<file path="src/design/dnsd_pkg.sv">
// ----------------------------------------------------------------------------
// dnsd_pkg
// Shared types and constants of the dns name decompressor.
// ----------------------------------------------------------------------------
package dnsd_pkg;

  localparam int MESSAGE_BYTES = 512;
  localparam int MAX_JUMPS     = 16;
  localparam int ADDR_W        = $clog2(MESSAGE_BYTES);
  localparam int POS_W         = 10;
  localparam int JUMP_W        = 5;
  localparam int BUILT_W       = 9;

  localparam logic [7:0]  PREFIX_MASK = 8'hc0;
  localparam logic [13:0] TARGET_MASK = 14'h3fff;
  localparam int          LABEL_LIMIT = 63;
  localparam int          NAME_LIMIT  = 255;

  typedef enum logic [1:0] {
    REQ_LOAD  = 2'd0,
    REQ_START = 2'd1,
    REQ_NEXT  = 2'd2,
    REQ_NONE  = 2'd3
  } req_e;

  typedef enum logic [1:0] {
    KIND_ACK   = 2'd0,
    KIND_LABEL = 2'd1,
    KIND_END   = 2'd2,
    KIND_ERROR = 2'd3
  } kind_e;

  typedef enum logic [3:0] {
    ERR_PAST_END    = 4'd0,
    ERR_PTR_CUT     = 4'd1,
    ERR_FORWARD     = 4'd2,
    ERR_JUMPS       = 4'd3,
    ERR_RESERVED    = 4'd4,
    ERR_LONG_LABEL  = 4'd5,
    ERR_LABEL_PAST  = 4'd6,
    ERR_LONG_NAME   = 4'd7,
    ERR_IDLE        = 4'd8
  } error_e;

  typedef struct packed {
    logic              we;
    logic [ADDR_W-1:0] waddr;
    logic [7:0]        wdata;
    logic [ADDR_W-1:0] raddr;
  } mem_req_t;

endpackage

</file>
<file path="src/design/dnsd_walker.sv">
// ----------------------------------------------------------------------------
// dnsd_walker
// Request sequencer: loads, decode state and the pointer/label walk.
// ----------------------------------------------------------------------------
module dnsd_walker (
  input  logic                      clk_i,
  input  logic                      rst_ni,
  input  logic                      start,
  output logic                      busy,
  input  logic [1:0]                req_type_i,
  input  logic [dnsd_pkg::POS_W-1:0] position_i,
  input  logic [7:0]                byte_value_i,
  input  logic [dnsd_pkg::POS_W-1:0] message_length_i,
  output dnsd_pkg::mem_req_t         mem_req_o,
  input  logic [7:0]                rdata_i,
  output logic                      done_o,
  output logic [1:0]                kind_o,
  output logic [8:0]                label_start_o,
  output logic [5:0]                label_length_o,
  output logic [7:0]                name_length_o,
  output logic [9:0]                resume_offset_o,
  output logic [3:0]                error_code_o
);
  import dnsd_pkg::*;

  typedef enum logic [1:0] {
    ST_IDLE,
    ST_FETCH,
    ST_WAIT_LB,
    ST_WAIT_LO
  } state_e;

  state_e             state_q, state_d;
  logic [POS_W-1:0]   len_q, len_d;
  logic [POS_W-1:0]   walk_q, walk_d;
  logic [POS_W-1:0]   resume_q, resume_d;
  logic               ptr_q, ptr_d;
  logic [JUMP_W-1:0]  jump_q, jump_d;
  logic [BUILT_W-1:0] built_q, built_d;
  logic               active_q, active_d;
  logic [7:0]         lb_q, lb_d;

  logic               done_q, done_d;
  logic [1:0]         kind_q, kind_d;
  logic [8:0]         lstart_q, lstart_d;
  logic [5:0]         llen_q, llen_d;
  logic [7:0]         nlen_q, nlen_d;
  logic [9:0]         rsm_q, rsm_d;
  logic [3:0]         err_q, err_d;

  logic [13:0]        target;
  logic [POS_W:0]     label_end;
  logic [POS_W-1:0]   name_sum;
  logic [POS_W-1:0]   walk_inc;

  assign target    = {lb_q[5:0], rdata_i} & TARGET_MASK;
  assign walk_inc  = walk_q + POS_W'(1);
  assign label_end = {1'b0, walk_inc} + (POS_W+1)'(rdata_i);
  assign name_sum  = POS_W'(built_q) + POS_W'(rdata_i) + POS_W'(1);

  always_comb begin
    state_d  = state_q;
    len_d    = len_q;
    walk_d   = walk_q;
    resume_d = resume_q;
    ptr_d    = ptr_q;
    jump_d   = jump_q;
    built_d  = built_q;
    active_d = active_q;
    lb_d     = lb_q;
    done_d   = 1'b0;
    kind_d   = KIND_ACK;
    lstart_d = '0;
    llen_d   = '0;
    nlen_d   = '0;
    rsm_d    = '0;
    err_d    = '0;

    mem_req_o.we    = 1'b0;
    mem_req_o.waddr = position_i[ADDR_W-1:0];
    mem_req_o.wdata = byte_value_i;
    mem_req_o.raddr = walk_q[ADDR_W-1:0];

    case (state_q)
      ST_IDLE: begin
        if (start) begin
          case (req_type_i)
            REQ_LOAD: begin
              mem_req_o.we = (position_i < POS_W'(MESSAGE_BYTES));
              done_d       = 1'b1;
            end
            REQ_START: begin
              len_d    = (message_length_i > POS_W'(MESSAGE_BYTES)) ?
                         POS_W'(MESSAGE_BYTES) : message_length_i;
              walk_d   = position_i;
              resume_d = '0;
              ptr_d    = 1'b0;
              jump_d   = '0;
              built_d  = '0;
              active_d = 1'b1;
              done_d   = 1'b1;
            end
            REQ_NEXT: begin
              if (!active_q) begin
                done_d = 1'b1;
                kind_d = KIND_ERROR;
                err_d  = ERR_IDLE;
              end else begin
                state_d = ST_FETCH;
              end
            end
            default: begin
              done_d = 1'b1;
            end
          endcase
        end
      end

      ST_FETCH: begin
        if (walk_q >= len_q) begin
          active_d = 1'b0;
          done_d   = 1'b1;
          kind_d   = KIND_ERROR;
          err_d    = ERR_PAST_END;
          state_d  = ST_IDLE;
        end else begin
          state_d = ST_WAIT_LB;
        end
      end

      ST_WAIT_LB: begin
        lb_d    = rdata_i;
        state_d = ST_IDLE;
        done_d  = 1'b1;
        if ((rdata_i & PREFIX_MASK) == PREFIX_MASK) begin
          if (walk_inc >= len_q) begin
            active_d = 1'b0;
            kind_d   = KIND_ERROR;
            err_d    = ERR_PTR_CUT;
          end else begin
            mem_req_o.raddr = walk_inc[ADDR_W-1:0];
            done_d          = 1'b0;
            state_d         = ST_WAIT_LO;
          end
        end else if ((rdata_i & PREFIX_MASK) != 8'h00) begin
          active_d = 1'b0;
          kind_d   = KIND_ERROR;
          err_d    = ERR_RESERVED;
        end else if (rdata_i == 8'h00) begin
          walk_d   = walk_inc;
          active_d = 1'b0;
          kind_d   = KIND_END;
          nlen_d   = built_q[7:0];
          rsm_d    = ptr_q ? resume_q : walk_inc;
        end else if (rdata_i > 8'(LABEL_LIMIT)) begin
          active_d = 1'b0;
          kind_d   = KIND_ERROR;
          err_d    = ERR_LONG_LABEL;
        end else if (label_end > {1'b0, len_q}) begin
          active_d = 1'b0;
          kind_d   = KIND_ERROR;
          err_d    = ERR_LABEL_PAST;
        end else if (name_sum > POS_W'(NAME_LIMIT)) begin
          active_d = 1'b0;
          kind_d   = KIND_ERROR;
          err_d    = ERR_LONG_NAME;
        end else begin
          built_d  = (built_q == '0) ? BUILT_W'(rdata_i) : name_sum[BUILT_W-1:0];
          walk_d   = label_end[POS_W-1:0];
          kind_d   = KIND_LABEL;
          lstart_d = walk_inc[8:0];
          llen_d   = rdata_i[5:0];
          nlen_d   = (built_q == '0) ? rdata_i : name_sum[7:0];
        end
      end

      ST_WAIT_LO: begin
        if (!ptr_q) begin
          resume_d = walk_q + POS_W'(2);
          ptr_d    = 1'b1;
        end
        if (target >= 14'(walk_q)) begin
          active_d = 1'b0;
          done_d   = 1'b1;
          kind_d   = KIND_ERROR;
          err_d    = ERR_FORWARD;
          state_d  = ST_IDLE;
        end else if (jump_q >= JUMP_W'(MAX_JUMPS)) begin
          active_d = 1'b0;
          done_d   = 1'b1;
          kind_d   = KIND_ERROR;
          err_d    = ERR_JUMPS;
          state_d  = ST_IDLE;
        end else begin
          jump_d  = jump_q + JUMP_W'(1);
          walk_d  = target[POS_W-1:0];
          state_d = ST_FETCH;
        end
      end

      default: begin
        state_d = ST_IDLE;
      end
    endcase
  end

  always_ff @(posedge clk_i or negedge rst_ni) begin
    if (!rst_ni) begin
      state_q  <= ST_IDLE;
      len_q    <= '0;
      walk_q   <= '0;
      resume_q <= '0;
      ptr_q    <= 1'b0;
      jump_q   <= '0;
      built_q  <= '0;
      active_q <= 1'b0;
      lb_q     <= '0;
      done_q   <= 1'b0;
      kind_q   <= '0;
      lstart_q <= '0;
      llen_q   <= '0;
      nlen_q   <= '0;
      rsm_q    <= '0;
      err_q    <= '0;
    end else begin
      state_q  <= state_d;
      len_q    <= len_d;
      walk_q   <= walk_d;
      resume_q <= resume_d;
      ptr_q    <= ptr_d;
      jump_q   <= jump_d;
      built_q  <= built_d;
      active_q <= active_d;
      lb_q     <= lb_d;
      done_q   <= done_d;
      kind_q   <= kind_d;
      lstart_q <= lstart_d;
      llen_q   <= llen_d;
      nlen_q   <= nlen_d;
      rsm_q    <= rsm_d;
      err_q    <= err_d;
    end
  end

  assign busy            = (state_q != ST_IDLE);
  assign done_o          = done_q;
  assign kind_o          = kind_q;
  assign label_start_o   = lstart_q;
  assign label_length_o  = llen_q;
  assign name_length_o   = nlen_q;
  assign resume_offset_o = rsm_q;
  assign error_code_o    = err_q;

  a_done_idle: assert property (@(posedge clk_i) disable iff (!rst_ni)
    done_q |-> state_q == ST_IDLE)
    else $error("item result while walk in progress");

  a_we_idle: assert property (@(posedge clk_i) disable iff (!rst_ni)
    mem_req_o.we |-> state_q == ST_IDLE)
    else $error("store write during walk");

  a_lo_ptr: assert property (@(posedge clk_i) disable iff (!rst_ni)
    state_q == ST_WAIT_LO |-> (lb_q & PREFIX_MASK) == PREFIX_MASK)
    else $error("pointer low byte read without pointer prefix");

  a_lb_inrange: assert property (@(posedge clk_i) disable iff (!rst_ni)
    state_q == ST_WAIT_LB |-> walk_q < len_q)
    else $error("label byte read past message end");

  a_jumps: assert property (@(posedge clk_i) disable iff (!rst_ni)
    jump_q <= JUMP_W'(MAX_JUMPS))
    else $error("jump count over limit");

endmodule

</file>
<file path="config.mk">
export PLATFORM = sky130hd
export DESIGN_NAME = dnsd_walker
export DESIGN_NICKNAME = d
export VERILOG_FILES = /design/src/design/dnsd_pkg.sv /design/src/design/dnsd_walker.sv
export SDC_FILE = /design/constraint.sdc
export NUM_CORES = 1
export LEC_CHECK = 0
export BUFFER_PORTS_ARGS = -buffer_cell sky130_fd_sc_hd__buf_2
export CAP_MARGIN = 20
export CELL_PAD_IN_SITES_DETAIL_PLACEMENT = 1
export CELL_PAD_IN_SITES_GLOBAL_PLACEMENT = 1
export CORE_MARGIN = 4
export CORE_UTILIZATION = 40
export CTS_BUF_LIST = sky130_fd_sc_hd__clkbuf_8
export CTS_CLUSTER_DIAMETER = 80
export DETAILED_ROUTE_END_ITERATION = 8
export GPL_ROUTABILITY_DRIVEN = 0
export PLACE_DENSITY = 0.81
export SYNTH_ARGS = -nofsm -noshare
export SYNTH_HDL_FRONTEND = slang
export SYNTH_SLANG_ARGS = --single-unit
</file>
<file path="constraint.sdc">
create_clock -name clk_i -period 5 [get_ports clk_i]
set_input_delay 1.25 -clock clk_i [delete_from_list [all_inputs] [get_ports clk_i]]
set_output_delay 1.25 -clock clk_i [all_outputs]
set_load 0.005 [all_outputs]
</file>
---- After elaboration in Yosys (flattened, before gate mapping) ----
Cells that the tools add are included.
cells by class
  add/sub/neg operators ................... 6
  magnitude comparators ................... 9
  eq/ne operators ......................... 26
  mux-type cells .......................... 125
  reductions and logical operators ........ 17
operators with widths
  operator                                                         number
  10-bit two-way mux                                               19
  9-bit two-way mux                                                19
  8-bit two-way mux                                                8
  2-bit two-way mux                                                21
  6-bit two-way mux                                                7
  10-bit case mux with 3 select lines                              1
  1-bit two-way mux                                                28
  2-bit != test, second input constant                             12
  10-bit by 1-bit adder with 10-bit output, second input constant  2
  10-bit greater-or-equal comparator                               2
  5-bit two-way mux                                                4
  10-bit case mux with 2 select lines                              1
  9-bit case mux with 2 select lines                               1
  4-bit two-way mux                                                4
  2-bit case mux with 4 select lines                               2
  4-bit case mux with 4 select lines                               1
  3-bit two-way mux                                                5
  3-bit != test, second input constant                             5
  14-bit by 10-bit greater-or-equal comparator with 1-bit output   1
  10-bit by 8-bit adder with 11-bit output                         1
  11-bit by 10-bit greater-than comparator with 1-bit output       1
  10-bit by 2-bit adder with 10-bit output, second input constant  1
  9-bit by 8-bit adder with 10-bit output                          1
  10-bit greater-than comparator, second input constant            1
  24 further kinds                                                 35
word-level totals
  register bits after elaboration ......... 94
  output and inout bits ................... 68
  word-level logic and storage cells ...... 199

---- Logic depth before layout (Yosys ltp) ----
  word-level depth ........................ 10
  depth in mapped cells ................... 22
  depth with buffers taken out ............ 20

---- Least setup slack after synthesis ----
OpenSTA, ideal clock, no wires.
  kind .................................... reg-to-output
  start point ............................. register walk_q[2]
  end point ............................... output port mem_req_o[3] in the netlist's numbering
  arrival ................................. 3126 ps
  path slack .............................. 624 ps
  cell stages (with the launch flop) ...... 14
  buffers on the path ..................... 1
  cell sequence ........................... dfrtp_1 > ha_1 > and3_1 > buf_6 > nand2_4 > nor4_4 > xnor2_2 > ha_1 > or2_2 > a2111oi_0 > a21oi_1 > nor2_1 > nand3_1 > xnor2_1
RTL lines
  item                    line                RTL
  from (decl)             dnsd_walker.sv:35   logic [POS_W-1:0] walk_q, walk_d;
  from (signal assigned)  dnsd_walker.sv:228  walk_q <= walk_d;
  to (decl)               dnsd_walker.sv:14   output dnsd_pkg::mem_req_t mem_req_o,

==> run_results.csv <==
group,metric,value,unit
synthesis,synth_seq_cells,94,
placement,hpwl,15.39,mm
synthesis,synth_nets,772,
pwr,p_switching,2.204,mW
job,cap_violations,0,
synthesis,synth_commonest_cells,"dfrtp_1, nand2_1, ha_1",
setup_path,critPathLaunchType,"register",
drt,drtIter0Drc,470,
synthesis,synth_area,6136,um^2
grt,grt_pass1_vias,5846,
grt,grt_max_degree,60,
drt,dr.pass1.iters,5,
pwr,combinationalPowerShare,64.8,%
min_path,min_from,"lb_q[5]",
cells_and_area,postLayoutCoreUtil,46.47,%
min_path,min_to,"lb_q[5]",
timing,period_share,96.91,%
setup_path,required,3.75,ns
timing,slew_violations,0,
synthesis,yosys-top-cells-area,"dfrtp_1, ha_1, nand2_1",
setup_path,rrSetupSlack,0.26,ns
setup_path,path_cells,"ha_2 > and3_4 > nand2_4 > nor4_4 > xnor2_2 > ha_1 > or2_2 > a2111oi_2 > a21oi_1 > nor2_1 > buf_6 > nand3_1 > xnor2_1 > buf_2",
pwr,p_seq_share,24.0,%
pwr,peakVddDrop,0.0002199,V
pwr,clkPwrFrac,11.2,%
setup_path,crit_path_max_incr_delay,0.43,ns
placement,port_buffers,92,
cells_and_area,nFillCells,1794,
cells_and_area,drive_above_1_share,21.05,%
clocking,cts_sinks,94,
pwr,power_leakage,3.474,nW
pwr,p_int,2.292,mW
status,outcome,"finished clean",
min_path,hold_depth,2,
synthesis,synth_edf_count,0,
synthesis,ys_seq_area_share,38.34,%
grt,overflow,0,
synthesis,syn_inst,667,
drt,drtAntennaViolNets,0,
setup_path,worstRegToRegCells,20,
floorplanning,die_area,17390,um^2
clocking,clk_pin_slew,0.10,ns
synthesis,synth_cell_types,61,
synthesis,synth_ff_type,"dfrtp_1",
cells_and_area,syn2layout_area_growth,14.27,%
timing,finalHoldViolCount,0,
drt,viasPerCell,5.809,
pwr,switching_share,49.02,%
drt,drcViolationCount,0,
drt,via_count,5507,
synthesis,yosys.area.top_type_share,38.34,%
timing,tightest_slew,0.8574,ns
setup_path,cp.depth,14,
floorplanning,die_width,131.9,um
synthesis,yosysMostFrequentCell,"dfrtp_1",
pwr,power_density,641.2,nW/um^2
synthesis,async_flop_share,100.0,%
setup_path,critPathBufInv,2,
placement,place_ws,0.1956,ns
clocking,tritoncts,"built",
setup_path,reg2reg_from,"walk_q[1]",
synthesis,yosysWarnings,0,
min_path,hp-class,"reg2reg",
timing,fmax,206.4,MHz
floorplanning,std_cell_rows,45,
synthesis,yosys.area.top_type,"dfrtp_1",
clocking,insertion_delay,0.41,ns
timing,finalCriticalPeriod,4.846,ns
clocking,h-tree-depth,3,
timing,finalWorstSetupSlack,0.1543,ns
grt,grt_first_pass_wirelength,32.22,mm
setup_path,reg2reg_to,"name_length_o[2]",
clocking,hold_buffers,0,
timing,finClkSkew,0.01861,ns
setup_path,cp.arrival,3.60,ns
cells_and_area,num_antenna_cells,0,
clocking,root_buffer,"clkbuf_8",
timing,relSlewSlack,42.84,%
setup_path,crit_fanout,10,
drt,wl,20.12,mm
setup_path,crit_slowest_cell,"dfrtp_2",
clocking,cts_made_buffers,9,
floorplanning,initial_core_util,40.66,%
setup_path,end_kind,"output port",
setup_path,crit_family,"simple AND/OR/NAND/NOR gates",
floorplanning,dieHeight,131.9,um
grt,antenna_found_initial,0,
floorplanning,io_pins,109,
timing,setup_viol,0,
cells_and_area,fin_area,7012,um^2
placement,placed_area,6775,um^2
clocking,cts_buffer_depth,2,
floorplanning,core,15090,um^2
cells_and_area,num-nets-final,860,
drt,drt-wirelength-per-cell,21.22,um
setup_path,critical_path_class,"reg2out",
synthesis,synth.avg_cell_area,9.199,um^2
grt,grt_usage,23.22,%
-- area by class of cell --
| type | count | area, um^2 | share of cell area [%] |
|---|---|---|---|
| inverters | 42 | 157.7 | 2.248 |
| well taps | 188 | 235.2 | 3.355 |
| clock inverters | 6 | 50.05 | 0.7138 |
| repair buffers | 116 | 646.9 | 9.226 |
| flip-flops and latches | 94 | 2356 | 33.60 |
| multi-input cells | 492 | 3428 | 48.89 |
| clock buffers | 10 | 137.6 | 1.963 |
-- power groups by stage --
stage | sequential, mW | combinational [mW] | clock (mW)
after floorplan | 1.01 | 1.87 | 0
after global placement | 1.08 | 2.61 | 0
after detailed placement | 1.08 | 2.81 | 0
after CTS | 1.07 | 2.83 | 0.517
after global routing | 1.10 | 3.18 | 0.548
final | 1.08 | 2.91 | 0.505
-- worst min-delay path, delay by kind of cell (launching register included) --
family | cells | cell delay [ns]
flops | 1 | 0.36
simple gates | 2 | 0.11
-- cells by family (layout without fill, tap and decap cells) --
family,Yosys count,after routing,synth area share [%]
and+or+nand+nor,218,218,16.84
muxes,17,17,3.018
xor gates and xnor gates,36,36,5.261
AOI/OAI and AO/OA,157,157,16.68
DFF,94,94,38.34
adders and majority gates,64,64,13.30
buffers and inverters,81,174,6.566
-- cells in the final DEF (no fill, tap or decap), types with 14 or more instances in the layout --
cell	count
buf_4	24
dfrtp_1	91
xnor2_1	26
ha_1	61
nand2_1	71
inv_1	41
nor2_1	61
mux2i_1	14
o21ai_0	43
nand3_1	19
buf_2	91
a21oi_1	41
-- how the worst max path moves through the flow --
stage | from | to
after floorplan | walk_q[2] | mem_req_o[3]
after global placement | rdata_i[4] | built_q[5]
after detailed placement | rdata_i[3] | built_q[5]
after CTS | walk_q[2] | mem_req_o[7]
after global routing | walk_q[2] | mem_req_o[3]
final | walk_q[2] | mem_req_o[3]
-- repair_timing --
| action | 4_1_cts | 5_1_grt |
|---|---|---|
| gates resized for setup | 3 | 9 |
| setup endpoints to repair | 6 | 7 |
| setup buffers | 0 | 1 |
| endpoints found under the hold margin | 0 | 0 |
-- per-layer routing --
layer / global-route usage, % / vias to the layer above / wire length [um]
met3: 4.389 / 45 / 1382
met1: 30.61 / 2723 / 8636
li1: - / 2499 / -
met5: 0 / - / 0
met2: 37.79 / 240 / 9513
met4: 9.335 / 0 / 588
-- flip-flops by register name, indices dropped and copies added (netlist names), 6 cells and up --
register and count:
built_q 9, label_length_o 6, label_start_o 9, lb_q 6, len_q 10, name_length_o 8
resume_offset_o 10, resume_q 10, walk_q 10
-- through the flow --
stage               hold slack, ns  std cells  setup TNS, ns  total power [mW]
floorplan                   0.4465        667              0             2.880
CTS                         0.4934        947              0             4.421
detailed placement          0.4666        931              0             3.892
finish                      0.4932        948              0             4.496
global placement            0.4661        930              0             3.690
global route                0.5214        948       -0.01838             4.823
Note: power is estimated with default switching activity, not from simulation.
